## config.mk

```make
export PLATFORM = sky130hd
export DESIGN_NAME = wrp_ctrl
export DESIGN_NICKNAME = d
export VERILOG_FILES = /design/src/hw/rtl/weighted_random_picker_unit_macros.svh /design/src/hw/rtl/wrp_pkg.sv /design/src/hw/rtl/wrp_ctrl.sv
export SDC_FILE = /design/constraint.sdc
export NUM_CORES = 1
export LEC_CHECK = 0
export BUFFER_PORTS_ARGS = -buffer_cell sky130_fd_sc_hd__clkbuf_2
export CAP_MARGIN = 5
export CORE_AREA = 8 8 45 47
export CTS_BUF_LIST = sky130_fd_sc_hd__clkbuf_8
export DETAILED_ROUTE_END_ITERATION = 10
export DIE_AREA = 0 0 53 55
export GPL_TIMING_DRIVEN = 0
export PLACE_DENSITY = 0.82
export SYNTH_ARGS = -nofsm -noshare
export SYNTH_HDL_FRONTEND = slang
export SYNTH_SLANG_ARGS = --single-unit
```

## constraint.sdc

```tcl
create_clock -name clk_i -period 6.4 [get_ports clk_i]
set_clock_uncertainty 0.2 [all_clocks]
set_input_delay 1.92 -clock clk_i [delete_from_list [all_inputs] [get_ports clk_i]]
set_output_delay 1.92 -clock clk_i [all_outputs]
set_load 0.1 [all_outputs]
```

## src/hw/rtl/weighted_random_picker_unit_macros.svh

```systemverilog
// assertion macros for the weighted random picker
`ifndef WEIGHTED_RANDOM_PICKER_UNIT_MACROS_SVH
`define WEIGHTED_RANDOM_PICKER_UNIT_MACROS_SVH

`ifndef ASSERT_OFF

// property must hold at every clock edge outside reset
`define WRP_ASSERT(lbl, clk, rstn, prop, msg) \
  lbl: assert property (@(posedge clk) disable iff (!(rstn)) (prop)) else $error(msg);

// condition must never be seen outside reset
`define WRP_ASSERT_NEVER(lbl, clk, rstn, cond, msg) \
  lbl: assert property (@(posedge clk) disable iff (!(rstn)) !(cond)) else $error(msg);

`else

`define WRP_ASSERT(lbl, clk, rstn, prop, msg)
`define WRP_ASSERT_NEVER(lbl, clk, rstn, cond, msg)

`endif

`endif

```

## src/hw/rtl/wrp_pkg.sv

```systemverilog
// shared types and constants of the weighted random picker
package wrp_pkg;

  localparam int unsigned CFG_W      = 10;
  localparam int unsigned WEIGHT_W   = 32;
  localparam int unsigned TOTAL_W    = 41;
  localparam int unsigned FRAC_W     = 16;
  localparam int unsigned DRAW_W     = 16;
  localparam int unsigned IDX_IN_W   = 9;
  localparam int unsigned SUM_W      = CFG_W + WEIGHT_W;
  localparam int unsigned NEWW_W     = 2 * WEIGHT_W - FRAC_W;
  localparam int unsigned CFG_ADDR_W = 3;
  localparam int unsigned APB_DATA_W = 32;

  localparam logic [CFG_W-1:0] CFG_ENTRIES_RESET = 10'd512;

  // register index taken from paddr[2]
  localparam logic REG_ENTRIES_IN_USE = 1'b0;

  typedef enum logic [1:0] {
    KIND_ADD   = 2'd0,
    KIND_SCALE = 2'd1,
    KIND_PUNCH = 2'd2,
    KIND_PICK  = 2'd3
  } kind_e;

  // controller to datapath
  typedef struct packed {
    logic clear;
    logic accept;
    logic upd_read;
    logic upd_calc;
    logic upd_write;
    logic scan_start;
    logic scan;
    logic load_result;
  } cmd_t;

  // datapath to controller
  typedef struct packed {
    logic clear_last;
    logic idx_ok;
    logic total_zero;
    logic scan_hit;
    logic scan_end;
    logic slot_free;
  } sts_t;

endpackage

```

## src/hw/rtl/wrp_ctrl.sv

```systemverilog
// sequencing state machine of the weighted random picker
module wrp_ctrl (
  input  logic          clk_i,
  input  logic          rst_ni,
  input  logic          in_valid_i,
  input  logic [1:0]    kind_i,
  output logic          in_stall_o,
  input  wrp_pkg::sts_t sts_i,
  output wrp_pkg::cmd_t cmd_o
);

  typedef enum logic [7:0] {
    ST_CLEAR  = 8'b0000_0001,
    ST_IDLE   = 8'b0000_0010,
    ST_UPD_RD = 8'b0000_0100,
    ST_UPD_MU = 8'b0000_1000,
    ST_UPD_WR = 8'b0001_0000,
    ST_PK_MUL = 8'b0010_0000,
    ST_PK_SCN = 8'b0100_0000,
    ST_PK_DON = 8'b1000_0000
  } state_e;

  state_e state_q, state_d;
  wrp_pkg::kind_e kind;

  assign kind       = wrp_pkg::kind_e'(kind_i);
  assign in_stall_o = (state_q != ST_IDLE);

  always_comb begin
    state_d = state_q;
    cmd_o   = '0;
    unique case (state_q)
      ST_CLEAR: begin
        cmd_o.clear = 1'b1;
        if (sts_i.clear_last) state_d = ST_IDLE;
      end
      ST_IDLE: begin
        if (in_valid_i) begin
          cmd_o.accept = 1'b1;
          if (kind == wrp_pkg::KIND_PICK) begin
            state_d = ST_PK_MUL;
          end else if (sts_i.idx_ok) begin
            state_d = ST_UPD_RD;
          end
        end
      end
      ST_UPD_RD: begin
        cmd_o.upd_read = 1'b1;
        state_d        = ST_UPD_MU;
      end
      ST_UPD_MU: begin
        cmd_o.upd_calc = 1'b1;
        state_d        = ST_UPD_WR;
      end
      ST_UPD_WR: begin
        cmd_o.upd_write = 1'b1;
        state_d         = ST_IDLE;
      end
      ST_PK_MUL: begin
        cmd_o.scan_start = 1'b1;
        state_d          = sts_i.total_zero ? ST_PK_DON : ST_PK_SCN;
      end
      ST_PK_SCN: begin
        cmd_o.scan = 1'b1;
        if (sts_i.scan_hit || sts_i.scan_end) state_d = ST_PK_DON;
      end
      ST_PK_DON: begin
        if (sts_i.slot_free) begin
          cmd_o.load_result = 1'b1;
          state_d           = ST_IDLE;
        end
      end
      default: state_d = ST_CLEAR;
    endcase
  end

  always_ff @(posedge clk_i or negedge rst_ni) begin
    if (!rst_ni) begin
      state_q <= ST_CLEAR;
    end else begin
      state_q <= state_d;
    end
  end

endmodule

```

After elaboration in Yosys (flattened, before gate mapping)
Index checks and enable logic that the tools add are counted.
{"block": "totals", "regBits": 8, "input_bits": 11, "output_inout_bits": 9, "word_cells": 36}
{"block": "classes", "eq_ne": 15, "n_mux": 18, "reduce_logical": 2}
{"cell": "8-bit case mux with 8 select lines", "count": 1}
{"cell": "8-bit two-way mux", "count": 7}
{"cell": "1-bit two-way mux", "count": 10}
{"cell": "8-bit by 1-bit equality test with 1-bit output, second input constant", "count": 1}
{"cell": "8-bit by 2-bit equality test with 1-bit output, second input constant", "count": 1}
{"cell": "8-bit by 3-bit equality test with 1-bit output, second input constant", "count": 1}
{"cell": "8-bit by 4-bit equality test with 1-bit output, second input constant", "count": 1}
{"cell": "8-bit by 5-bit equality test with 1-bit output, second input constant", "count": 1}
{"cell": "8-bit by 6-bit equality test with 1-bit output, second input constant", "count": 1}
{"cell": "8-bit by 7-bit equality test with 1-bit output, second input constant", "count": 1}
{"cell": "8-bit equality test, second input constant", "count": 1}
{"cell": "2-bit inequality test, second input constant", "count": 4}
{"cell": "8-bit by 2-bit inequality test with 1-bit output, second input constant", "count": 1}
{"cell": "5-bit AND reduction", "count": 1}
{"cell": "3-bit inequality test, second input constant", "count": 1}
{"cell": "2-bit equality test, second input constant", "count": 1}
{"cell": "1-bit logical OR", "count": 1}

Longest topological paths before layout
{"block": "logic_depth", "word_depth": 4, "ltp_mapped": 5, "mapped_depth_nobuf": 4}

Least setup slack after synthesis
Ideal clock, no wire load.
{"block": "synth_timing", "path_type": "reg2out", "start": "register state_q[1]", "end": "output port cmd_o[1] in the netlist's numbering", "arrival_ps": 4336, "required_time_ps": 4280, "path_slack_ps": -56, "path_stages_with_launch": 5, "path_cell_list": "dfrtp_1 buf_6 or4_4 or2_1 nor4b_1"}
{"element": "start, declared", "line": "wrp_ctrl.sv:23", "rtl": "state_e state_q, state_d;"}
{"element": "start signal, assigned", "line": "wrp_ctrl.sv:81", "rtl": "state_q <= state_d;"}
{"element": "end, declared", "line": "wrp_ctrl.sv:9", "rtl": "output wrp_pkg::cmd_t cmd_o"}

==> metrics.yaml <==
flow_run:
  max-cap-violations: 0
cts:
  ctsHoldBuffers: 0
  cts_max_level: 1
  cts_buffer_depth: 2
  cts_root_buf: "clkbuf_8"
  cts_resized: 0
  clkLatencyLatePin_ps: 230
  cts.sinks: 8
  cts_tree: "yes"
  clk_pin_slew_ps: 40
  cts_made_buffers: 3
  cts_setup_buffers: 0
sta:
  maxSlewViolCount: 0
  worstMarginPinSlew_ps: 548
  timing.hold.ws_ps: 402
  fin_tns_setup_ps: 0
  relSlewSlack_pct: 63.6
  finalCriticalPeriod_ps: 4790
  grt_setup_unrepaired: "no"
  finalHoldViolCount: 0
  fmax_mhz: 209
  setup_viol: 0
  fin_crit_sh_pct: 74.9
outcome:
  status: "complete, no violations"
die:
  die_area_um2: 2920
  start_util_pct: 42.5
  coreArea_um2: 1380
  die_w_um: 53
  die_y_um: 55
  num_rows: 14
  io_pins: 20
grt:
  grt.total_usage_pct: 10.8
  grt_pass1_vias: 587
  grt_max_degree: 11
  grt_antenna_before_repair: 0
  grt_pass1_wl_um: 2450
  grt-ovfl-total: 0
yosys:
  syn_nets: 78
  synth_top_area_share_pct: 29.8
  synth_top_family_by_area: "simple AND/OR/NAND/NOR gates"
  synth_compound_area_share_pct: 10.9
  muxShareOfSynthArea_pct: 1.70
  synth_cells: 67
  yosys.area_share.xor_xnor_pct: 4.47
  yosysTopAreaCell: "dfrtp_1"
  syn_area_um2: 588
  synth_fa_ha_area_share_pct: 0
  synth_warnings: 0
  ys_ff_latch: 8
  yosys.area_share.simple_pct: 41.5
  postSynthAreaPerCell_um2: 8.78
  seq_area_frac_synth_pct: 34.3
  yosys-top-cells-area: "dfrtp_1, dfstp_2, nor4b_1, and3_1, nor3b_2"
  synth_cell_types: 35
min_path:
  hold_depth: 3
  min_path_type: "reg2reg"
layout:
  reg_top3: "state_q (8)"
  fin_nets: 102
  largest_register_ffs: 8
  areaGrowthSynthToFinish_pct: 28.3
  antenna_cells: 0
  largest-register: "state_q"
  drive_gt1_share_pct: 33.3
  multi_input_area_um2: 350
  fill_cells: 148
  ff_latch_area_um2: 201
pwr:
  pwr_density_cell_nw_per_um2: 384
  irDropWorstVdd_uv: 238
  leakage_nw: 0.361
routing:
  postRouteAntennaNets: 0
  wirelength_um: 1470
  via_count: 604
  wl_per_cell_um: 13.9
  via_per_inst: 5.70
  dr.pass1.iters: 5
  drc: 0
  drt_iter0_drc: 12
placed_design:
  portBuffers: 19
  hpwlAfterDp_um: 1160
  gp_congestion: 0.797
critical_path:
  worstPathRequired_ps: 4280
  worst_r2r_path_depth: 5
  cp-end-kind: "output port"
  r2r_slack_ps: 4390
  worstPathArrival_ps: 2670
  cp_max_fo: 3
  crit_type: "in2out"
  startpoint_type: "input pin"
[synthesized netlist by cell type (all sizes together)]
cell type / instances
and4: 1
nor3b: 4
nand4b: 2
xnor2: 2
mux2i: 1
xor2: 1
dfrtp: 7
a2111oi: 1
nand2b: 1
o221ai: 1
o21ai: 5
nand3: 1
nand2: 2
a21oi: 1
nand4: 1
nand3b: 1
inv: 3
nor2: 5
nor3: 3
clkbuf: 5
or4: 1
or2: 1
dfstp: 1
o211ai: 1
or3: 2
nor4: 3
buf: 1
o32ai: 1
and3: 4
nor2b: 1
nor4b: 3
[cells in the final DEF (no fill, tap or decap)]
master     count
or4_4          1
buf_6          1
nand4b_1       2
inv_1          4
nor3b_1        2
nor4b_1        2
o221ai_1       1
nand2b_1       1
clkbuf_8       3
and3_1         4
nor2_1         5
a21oi_1        1
o32ai_1        1
nor2b_1        1
o21ai_1        1
dfstp_2        1
and4_1         1
nand2_1        2
or2_1          1
nor4_1         3
nor3_1         3
xor2_1         1
dfrtp_1        7
clkbuf_2      20
nand3_1        1
nand3b_1       1
nor4b_2        1
nor3b_2        2
o21ai_0        4
or3_4          1
mux2i_1        1
o211ai_1       1
a2111oi_0      1
xnor2_1        2
clkbuf_1       4
or3_1          1
nand4_1        1
[cells by family (layout without fill, tap and decap cells)]
logic type             Yosys count  after routing
AND/OR/NAND/NOR                 36             36
flip-flops                       8              8
buffers and inverters            9             32
XOR/XNOR                         3              3
AO/OA/AOI/OAI                   10             10
multiplexers                     1              1
[layer usage]
metal	share of wire, %	vias to the layer above	global-route usage (%)
li1	-	299	-
met1	47	280	13.3
met2	46	23	17.2
met3	6.8	2	2.67
met4	0.48	0	5.17
met5	0	-	0
[per-stage QoR]
stage	setup WS, ps	area [um^2]	std cells	power (mW)	utilization [%]
after floorplan	693	594	67	0.200	-
after global placement	1600	709	102	0.225	51.3
after detailed placement	1610	709	102	0.228	51.3
after CTS	1600	754	106	0.291	54.5
after global routing	1570	754	106	0.305	54.5
final	1610	754	106	0.289	54.5
[final cells by class]
| type | instances | area share, % |
|---|---|---|
| well taps | 16 | 2.65 |
| plain buffers | 6 | 4.15 |
| flip-flops and latches | 8 | 26.7 |
| clock inverters | 1 | 0.498 |
| inverters | 3 | 1.49 |
| clock buffers | 3 | 5.47 |
| repair buffers | 19 | 12.6 |
| multi-input cells | 50 | 46.4 |
[critical path: stages]
cell,delay (ps)
clkbuf_2,80
and4_1,200
clkbuf_2,470
[where the power goes]
| part | switching (mW) | internal, mW | leakage (nW) |
|---|---|---|---|
| registers | 0.00279 | 0.0606 | 0.107 |
| logic | 0.117 | 0.0477 | 0.228 |
| clock network | 0.0199 | 0.0415 | 0.0269 |
[path summary, 6_finish.rpt]
path,to,startpoint
max,cmd_o[6],in_valid_i
min,state_q[7],state_q[5]
max reg2reg,state_q[0],state_q[1]
min reg2reg,state_q[7],state_q[5]
max in group asynchronous,state_q[0],rst_ni
min in group asynchronous,state_q[6],rst_ni
No activity file was read; power rests on OpenSTA's default activity.
